File: src/sv/mard_pkg.sv
package mard_pkg;

    localparam int SND_W   = 32;
    localparam int SER_W   = 32;
    localparam int TIME_W  = 48;
    localparam int CFG_W   = 20;
    localparam int CIDX_W  = 3;
    localparam int WS_W    = 5;
    localparam int THR_W   = 16;
    localparam int SCORE_W = 16;
    localparam int DEV_W   = TIME_W + 1;
    localparam int NUM_W   = 62;
    localparam int DEN_W   = 25;

    localparam int RATE_LIMIT    = 12;
    localparam int RATE_BASE     = 10;
    localparam int ONE_SECOND_US = 1000000;

    localparam logic [CIDX_W-1:0] CFG_WINDOW_SIZE = 3'd0;
    localparam logic [CIDX_W-1:0] CFG_THRESHOLD   = 3'd1;
    localparam logic [CIDX_W-1:0] CFG_EXPECTED    = 3'd2;
    localparam logic [CIDX_W-1:0] CFG_TOLERANCE   = 3'd3;
    localparam logic [CIDX_W-1:0] CFG_REPLAY_MODE = 3'd4;

    localparam logic [WS_W-1:0]  RST_WINDOW_SIZE = 5'd16;
    localparam logic [THR_W-1:0] RST_THRESHOLD   = 16'd256;
    localparam logic [CFG_W-1:0] RST_EXPECTED    = 20'd100000;
    localparam logic [CFG_W-1:0] RST_TOLERANCE   = 20'd50000;

    typedef enum logic [9:0] {
        S_IDLE   = 10'b0000000001,
        S_SEEN   = 10'b0000000010,
        S_SLOT   = 10'b0000000100,
        S_HIST   = 10'b0000001000,
        S_CALC1  = 10'b0000010000,
        S_CALC2  = 10'b0000100000,
        S_CALC3  = 10'b0001000000,
        S_DSTART = 10'b0010000000,
        S_DIV    = 10'b0100000000,
        S_WB     = 10'b1000000000
    } t_state;

    typedef struct packed {
        logic start;
        logic seen_scan;
        logic slot_scan;
        logic hist_scan;
        logic calc1;
        logic calc2;
        logic calc3;
        logic div_start;
        logic wb;
    } t_cmd;

    typedef struct packed {
        logic seen_done;
        logic slot_done;
        logic hist_done;
        logic div_done;
        logic out_free;
    } t_stat;

endpackage

File: src/sv/mard_ctrl.sv
module mard_ctrl import mard_pkg::*; (
    input  logic i_clk,
    input  logic i_rst_n,
    input  logic i_in_valid,
    input  t_stat i_stat,
    output t_cmd o_cmd,
    output logic o_in_stall
);

    t_state r_state;
    t_state n_state;

    always_ff @(posedge i_clk) begin
        if (!i_rst_n) begin
            r_state <= S_IDLE;
        end else begin
            r_state <= n_state;
        end
    end

    always_comb begin
        n_state = r_state;
        unique case (r_state)
            S_IDLE:   if (i_in_valid) n_state = S_SEEN;
            S_SEEN:   if (i_stat.seen_done) n_state = S_SLOT;
            S_SLOT:   if (i_stat.slot_done) n_state = S_HIST;
            S_HIST:   if (i_stat.hist_done) n_state = S_CALC1;
            S_CALC1:  n_state = S_CALC2;
            S_CALC2:  n_state = S_CALC3;
            S_CALC3:  n_state = S_DSTART;
            S_DSTART: n_state = S_DIV;
            S_DIV:    if (i_stat.div_done) n_state = S_WB;
            S_WB:     if (i_stat.out_free) n_state = S_IDLE;
            default:  n_state = S_IDLE;
        endcase
    end

    // no request is taken while reset is held
    assign o_in_stall      = !i_rst_n || (r_state != S_IDLE);
    assign o_cmd.start     = !o_in_stall && i_in_valid;
    assign o_cmd.seen_scan = r_state == S_SEEN;
    assign o_cmd.slot_scan = r_state == S_SLOT;
    assign o_cmd.hist_scan = r_state == S_HIST;
    assign o_cmd.calc1     = r_state == S_CALC1;
    assign o_cmd.calc2     = r_state == S_CALC2;
    assign o_cmd.calc3     = r_state == S_CALC3;
    assign o_cmd.div_start = r_state == S_DSTART;
    assign o_cmd.wb        = (r_state == S_WB) && i_stat.out_free;

    a_start_seen: assert property (@(posedge i_clk) disable iff (!i_rst_n)
        o_cmd.start |=> r_state == S_SEEN) else $error("request not taken into search");

endmodule

File: config.mk
export PLATFORM = sky130hd
export DESIGN_NAME = mard_ctrl
export DESIGN_NICKNAME = d
export VERILOG_FILES = /design/src/sv/mard_pkg.sv /design/src/sv/mard_ctrl.sv
export SDC_FILE = /design/constraint.sdc
export NUM_CORES = 1
export LEC_CHECK = 0
export CAP_MARGIN = 30
export CORE_AREA = 2 2 39 41
export CTS_BUF_LIST = sky130_fd_sc_hd__clkbuf_4
export DETAILED_ROUTE_END_ITERATION = 10
export DIE_AREA = 0 0 41 43
export DONT_BUFFER_PORTS = 1
export GPL_TIMING_DRIVEN = 0
export PLACE_DENSITY = 0.7
export SLEW_MARGIN = 20
export SYNTH_ARGS = -nofsm -noshare
export SYNTH_HDL_FRONTEND = slang
export SYNTH_SLANG_ARGS = --single-unit
File: constraint.sdc
create_clock -name i_clk -period 4.1 [get_ports i_clk]
set_clock_uncertainty 0.15 [all_clocks]
set_input_delay 0.205 -clock i_clk [delete_from_list [all_inputs] [get_ports i_clk]]
set_output_delay 0.205 -clock i_clk [all_outputs]
set_load 0.1 [all_outputs]
# Word level (Yosys, flattened, before mapping)
# Cells that the tools add are included.
[op_classes]
eq_ne = 17
muxes = 7
n_reduce_logical = 6
[op_table]
columns = ["operator", "n"]
rows = [
  ["$pmux W10 S10", 1],
  ["$mux W10", 6],
  ["$ne A2 B2 Y1 const B", 6],
  ["$eq A10 B1 Y1 const B", 1],
  ["$eq A10 B10 Y1 const B", 1],
  ["$eq A10 B2 Y1 const B", 1],
  ["$eq A10 B3 Y1 const B", 1],
  ["$eq A10 B4 Y1 const B", 1],
  ["$eq A10 B5 Y1 const B", 1],
  ["$eq A10 B6 Y1 const B", 1],
  ["$eq A10 B7 Y1 const B", 1],
  ["$eq A10 B8 Y1 const B", 1],
  ["$eq A10 B9 Y1 const B", 1],
  ["$ne A10 B1 Y1 const B", 1],
  ["$reduce_and A6 Y1", 1],
  ["$logic_and A1 B1 Y1", 2],
  ["$logic_not A1 Y1", 2],
  ["$logic_or A1 B1 Y1", 1],
]
[totals]
reg_bits = 10

# Longest topological paths before layout
# Gate-level depths: netlist (run 1).
[depth]
ltp_word = 4
ltp_mapped = 6
mapped_depth_nobuf = 5

# Worst setup path before layout (run 1)
# No wires, ideal clock.
[synth_path]
kind = "reg-to-reg"
start = "reg r_state[1]"
end = "reg r_state[6]"
setup_time_ns = 0.076
arrival_time_ns = 4.118
t_required_ns = 3.874
slack_ns = -0.244
path_stages_with_launch = 6
period_less_slack_ns = 4.344
path_cell_list = "dfxtp_1 > buf_2 > nor3_1 > nand2_1 > nor4_1 > and3_1"
[synth_rtl]
columns = ["element", "line", "rtl"]
rows = [
  ["start: declaration", "mard_ctrl.sv:10", "t_state r_state;"],
  ["start signal: assignment", "mard_ctrl.sv:17", "r_state <= n_state;"],
]

==> results.md, run 1 <==
* Crit path from: r_state[7]$_SDFFE_PN0P_
* Crit-path cells: or4_1 -> buf_2 -> or4_4 -> nor2_2 -> buf_8
* Final Max Slew Viols at 0
* CTS Buf Count at 3
* Final period utilization at 69.4%
* Crit. End Element: primary output
* Max reg flops at 10
* DRC violations left at 0
* Req. time, crit path at between 3 and 4 ns
* R2R Setup Slk at between 1.5 and 2 ns
* Slowest stage delay, CP at between 0.6 and 0.7 ns
* Clock network power share at 16.5%
* Largest regs: r_state: 10 flops
* Sequential Power Share at 27.5%
* # IOs at 18
* Synthesized area per cell at about 8 µm²
* Vias at 731
* Final WL at between 1.5 and 2 mm
* Status: completed
* Power Total at 429 µW
* DRT antenna net count at 0
* P_int at 220 µW
* Port bufs at 0
* Synthesis-to-layout area growth at 29.3%
* Synthesized net count at 97
* R2R Path End: r_state[5]$_SDFFE_PN0P_
* Worst R2R Path Depth at 5
* Critical Path Fanout Max at 7
* Min cycle time layout at 2.85 ns
* Final Hold Viols at 0
* Sw Pwr at 209 µW
* Crit path buffers/inverters at 2
* Most common cell after layout, fill and taps aside: dfxtp_1
* Initial antenna violation count at 0
* RSZ-0062 raised after global routing: no
* Biggest register: r_state
* Area leader, netlist: dfxtp_1
* Detailed placement HPWL at 1.36 mm
* Library cells used by synthesis at 35
* Fin Hold WS at 0.0886 ns
* Max clock buf depth at 2
* Pre-CTS WS at 1.54 ns
* CTS root buf: clkbuf_4
* Pwr dens at approximately 460 mW/mm²
* Die ar. at 0.00176 mm²
* Core area at 0.00138 mm²
* Pin count of the biggest net entering global routing at 11
* Avg WL per Cell at 15.1 µm
* DRT iter0 DRCs at 10
* Post-route insts no fill at 117
* Mapped Area at 721 µm²
* Clock slew at reported path FFs at 0.07 ns
* Layout Utilization at 67.4%
* GR Util All Layers at 23.7%
* Total gr overflow at 0
* Crit path DAT at approximately 2.5 ns
* WS Path Type: reg -> out
* Max Clk Rate at 351 MHz
* # setup viols final at 0
* Syn. warnings at 0
* Post-synth top area share at 27.8%
* Tightest Hold Check Type: in -> reg
* Vias per Instance at 6.25
* Rel. slew slack at 33.3%
* Register area share after synthesis at 27.8%
* Switch share at 48.7%
* Post-CTS Setup Inserts at 0
* Share of cells above drive strength 1 at roughly a quarter
* Most frequent cells in the layout: dfxtp_1, buf_8, o21ai_0
* Num rows at 14
* Startpoint Class: flip-flop
* CP max-delay cell: or4_4
* Worst Slack Setup Final at 1.25 ns
* Initial Util at 52.1%
* Vias in the first global route at ~680
* Worst slew pin tran at about 1 ns
* Synth top area cells: dfxtp_1, nor3b_1, and3_1
* Pleak at between 0.3 and 0.4 nW
* VDD IR max at roughly 0.26 mV
* Worst path depth at 5
* H-tree Lvls at 1
* Logic pwr share at between 50% and 60%
* Post_cts resized at 0
* Clock Latency Late Sink at 0.27 ns
* Die Wd at between 40 and 50 µm
* Clock sinks at 10
* # diodes at 0
* GP Congestion at 0.790
* Global-route wire length before repair at 2.81 mm
* Critical Path End: o_cmd[8]
* CTS Hold Bufs at 1
* Max-cap violations at 0
* Worst R2R Start: r_state[2]$_SDFFE_PN0P_
* 1st-pass router iterations at 4
* Flops & latches, synth at 10
* Gate Count Post-Synth at 89
* TritonCTS clock tree: yes
* Number of instances in the placed design at 112
* Die Ht at 43 µm
* Cell family with most CP delay: simple AND/OR/NAND/NOR gates
* Nets@finish at 110
## power by group through the flow
stage / combinational [mW] / sequential, mW / clock (mW)
finish: 0.240 / 0.118 / 0.0710
global route: 0.256 / 0.119 / 0.0775
CTS: 0.240 / 0.118 / 0.0716
detailed placement: 0.237 / 0.120 / 0
global placement: 0.213 / 0.120 / 0
floorplan: 0.191 / 0.117 / 0
## Yosys cell counts
library cell,count
buf_2,2
o21a_1,2
nand4_1,1
or4b_1,1
a211oi_2,1
and3_1,5
nand3_1,4
nor3_1,5
xor2_1,2
nor3b_1,7
dfxtp_1,10
a21oi_1,2
or2_2,2
nor2_1,7
o21ai_0,6
nand2_1,1
o31ai_2,1
a211oi_1,1
or4b_2,1
a211o_1,3
and4b_1,1
a21o_1,1
nor4_4,1
or4_4,1
nand3b_1,2
a21boi_1,1
nor4_1,3
clkbuf_1,3
o31a_1,1
nor4_2,1
nand2b_1,1
or4_1,1
inv_1,4
and2_1,1
o211ai_1,3
## worst min path at each step
stage / startpoint / endpoint / slack (ns) / cells past startpoint
3_3_place_gp: i_rst_n / r_state[8]$_SDFFE_PN0P_ / 0.17 / 1
4_1_cts: i_in_valid / r_state[0]$_SDFFE_PN1P_ / 0.09 / 2
5_1_grt: i_in_valid / r_state[0]$_SDFFE_PN1P_ / 0.08 / 2
2_1_floorplan: i_rst_n / r_state[8]$_SDFFE_PN0P_ / 0.17 / 1
3_5_place_dp: i_rst_n / r_state[8]$_SDFFE_PN0P_ / 0.19 / 1
6_report: i_in_valid / r_state[0]$_SDFFE_PN1P_ / 0.09 / 2
## cell type report
class / count / area (µm²)
buffer: 5 / 21.3
clock buffer: 3 / 22.5
clock inverter: 1 / 3.75
fill: 111 / 452
inverter: 4 / 15.0
multi-input combinational: 70 / 534
sequential: 10 / 200
tap: 16 / 20.0
timing repair buffer: 8 / 115
## through the flow
step | area [µm²] | setup TNS (ns)
floorplan | 733 | 0
detailed placement | 896 | 0
CTS | 932 | 0
global placement | 753 | -0.0174
global route | 932 | 0
finish | 932 | 0
## logic make-up (layout without fill, tap and decap cells)
family / after synthesis / after routing / synth area share, %
simple gates: 46 / 46 / 42.5
compound gates: 22 / 22 / 22.2
flops: 10 / 10 / 27.8
buf+inv: 9 / 21 / 5.03
xor+xnor: 2 / 2 / 2.43
## layer usage
| layer | part of all wire, % | vias up | global-route usage (%) |
|---|---|---|---|
| met5 | 0 | - | 0 |
| met4 | 1.5 | 0 | 12.0 |
| met3 | 4.2 | 4 | 4.71 |
| met2 | 51 | 22 | 37.2 |
| met1 | 43 | 342 | 29.2 |
| li1 | - | 363 | - |
No activity file was read; power rests on OpenSTA's default activity.
==> run 2: changes to the inputs <==
Settings changed: PLACE_DENSITY 0.7 to 0.73.
Clock period 4.1 ns to 2.6 ns, I/O delays scaled along.
==> run 2 against run 1 <==
The flow now finishes with violations (setup timing). Sequential share of layout area is 0.76 points lower. Register-to-register slack lost 1.5 ns. Via count grew 15%. Flip-flop and latch count did not move. First-iteration DRC count grew to 2.6 times the previous value. Critical path depth is 2 lower. Cell count is 5.1% higher. Clock-buffer cell count stayed put. Routed wire length rose by 28%. Global-route usage grew 4.6 points. Design area rose by 13%. Clock power up 54%. Critical path type unchanged. Critical endpoint unchanged. Largest cell class unchanged.
==> results.md, run 2 (synthesized netlist as in run 1, its figures left out) <==
* Synthesis-to-layout area growth at 45.8%
* DRT antenna net count at 0 (unchanged)
* Pleak at 0.390 nW (+6.0%)
* DR WL met3 at 127 µm (+72%)
* Status: complete, but fails checks
* Uppermost routed layer: met4
* H-tree Lvls at 1 (unchanged)
* CTS Buf Count at 3 (unchanged)
* TritonCTS clock tree: yes
* Worst Slack Setup Final at -0.103 ns (-1.36 ns)
* Clock slew at reported path FFs at 0.07 ns (about the same)
* Startpoint Class: flip-flop
* Layout Utilization at 75.9% (+8.6 points)
* GR Util All Layers at 28.4% (+4.6 points)
* RSZ-0062 raised after global routing: yes
* Final Max Slew Viols at 0 (unchanged)
* Final Hold Viols at 0 (unchanged)
* Final WL at 2.26 mm (+28%)
* Tightest Hold Check Type: in -> reg
* Crit. End Element: primary output
* # diodes at 0 (unchanged)
* DRT iter0 DRCs at 26 (+16)
* Sequential Power Share at 26.4% (-1.1 points)
* Power Total at 749 µW (+75%)
* Pwr dens at 713 mW/mm² (+55%)
* Logic pwr share at 59.0% (+3.0 points)
* Port bufs at 0 (unchanged)
* Most frequent cells in the layout: o21ai_0, nor2_1, nor3b_1, buf_4
* Largest regs: r_state: 10 flops
* Switch share at 47.7% (-0.95 points)
* # IOs at 18 (unchanged)
* Crit-path cells: or4b_4 -> or4_4 -> nor2_4
* Crit path buffers/inverters at 0 (-2)
* Global-route wire length before repair at 3.49 mm (+24%)
* Max Clk Rate at 370 MHz
* Die ar. at 0.00176 mm² (unchanged)
* Max-cap violations at 0 (unchanged)
* Vias in the first global route at 786 (+15%)
* VDD IR max at 0.566 mV (+120%)
* Die Wd at 41 µm (unchanged)
* GP Congestion at 0.777 (-1.6%)
* 1st-pass router iterations at 4 (unchanged)
* Share of cells above drive strength 1 at 37.4% (+11 points)
* Min cycle time layout at ~2.7 ns
* Critical Path Fanout Max at 3 (-4)
* Met2 Routed Length at 1.18 mm (+30%)
* Clock Latency Late Sink at 0.26 ns (about the same)
* Crit path DAT at 2.42 ns (-0.07 ns)
* Die Ht at 43 µm (unchanged)
* Violated checks: setup timing
* CP max-delay cell: or4_4
* Initial antenna violation count at 0 (unchanged)
* Max reg flops at 10 (unchanged)
* Core area at 0.00138 mm² (unchanged)
* WS Path Type: reg -> out
* Req. time, crit path at 2.32 ns (-1.42 ns)
* Vias at 842 (+15%)
* Worst slew pin tran at 0.608 ns (-0.392 ns)
* Slowest stage delay, CP at 0.75 ns (+0.06 ns)
* R2R Setup Slk at 0.14 ns (-1.54 ns)
* Nets@finish at 116 (+5.5%)
* Cell family with most CP delay: simple AND/OR/NAND/NOR gates
* Sw Pwr at 357 µW (+71%)
* Max clock buf depth at 2 (unchanged)
* DRC violations left at 0 (unchanged)
* Vias per Instance at 6.85 (+9.6%)
* Final period utilization at 104%
* Biggest register: r_state
* Clock network power share at 14.6% (-1.9 points)
* Total gr overflow at 0 (unchanged)
* Pin count of the biggest net entering global routing at 11 (unchanged)
* Fin Hold WS at 0.0279 ns (-0.0607 ns)
* # setup viols final at 1 (+1)
* Fin area at 0.00105 mm² (+13%)
* Initial Util at 52.1% (unchanged)
* M1 WL at 895 µm (+18%)
* Num rows at 14 (unchanged)
* Rel. slew slack at 59.4% (+26 points)
* Clock sinks at 10 (unchanged)
* Placed Instance Area at 941 µm² (+5.0%)
* CTS root buf: clkbuf_4
* Detailed placement HPWL at 1.47 mm (+8.1%)
* P_int at 392 µW (+78%)
* Most common cell after layout, fill and taps aside: o21ai_0
* Avg WL per Cell at 18.4 µm (+22%)
run 2: power by group through the flow:
stage | logic (mW) | clock network (mW) | registers (mW)
after detailed placement | 0.396 | 0 | 0.189
after global placement | 0.351 | 0 | 0.189
after CTS | 0.413 | 0.110 | 0.183
final | 0.442 | 0.109 | 0.198
after global routing | 0.463 | 0.116 | 0.201
after floorplan | 0.314 | 0 | 0.185
run 2: repair_timing:
item                       4_1_cts  5_1_grt
buffers inserted                 3        2
resized for setup                9       10
setup endpoints to repair        1       13
hold buffers                     1        1
hold endpoints to repair        10        1
pin swaps                        3        3
run 2: per-stage QoR:
step	setup WS, ns	setup TNS (ns)	std cells
2_1_floorplan	-0.263	-0.543	89
3_3_place_gp	-0.470	-1.83	105
3_5_place_dp	-0.0385	-0.0385	114
4_1_cts	-0.237	-0.237	122
5_1_grt	-0.134	-0.163	123
6_report	-0.103	-0.103	123
run 2: worst paths after layout:
| kind | start | endpoint | depth (start not counted) |
|---|---|---|---|
| min | i_stat[4] | r_state[2]$_SDFFE_PN0P_ | 2 |
| max reg2reg | r_state[2]$_SDFFE_PN0P_ | r_state[3]$_SDFFE_PN0P_ | 6 |
| min reg2reg | r_state[1]$_SDFFE_PN0P_ | r_state[1]$_SDFFE_PN0P_ | 2 |
| max | r_state[3]$_SDFFE_PN0P_ | o_cmd[8] | 3 |
run 2: metal layers:
layer | track usage [%] | up-vias
met5 | 0 | -
met2 | 43.4 | 46
met3 | 5.76 | 8
met1 | 36.4 | 414
met4 | 13.3 | 0
li1 | - | 374
run 2: final cells by class:
| cell class | instances | area [µm²] |
|---|---|---|
| fillers | 96 | 333 |
| multi-input cells | 70 | 577 |
| repair buffers | 16 | 184 |
| clock buffers | 3 | 22.5 |
| clock inverters | 1 | 3.75 |
| flip-flops and latches | 10 | 218 |
| plain buffers | 3 | 11.3 |
| inverters | 4 | 15.0 |
| well taps | 16 | 20.0 |
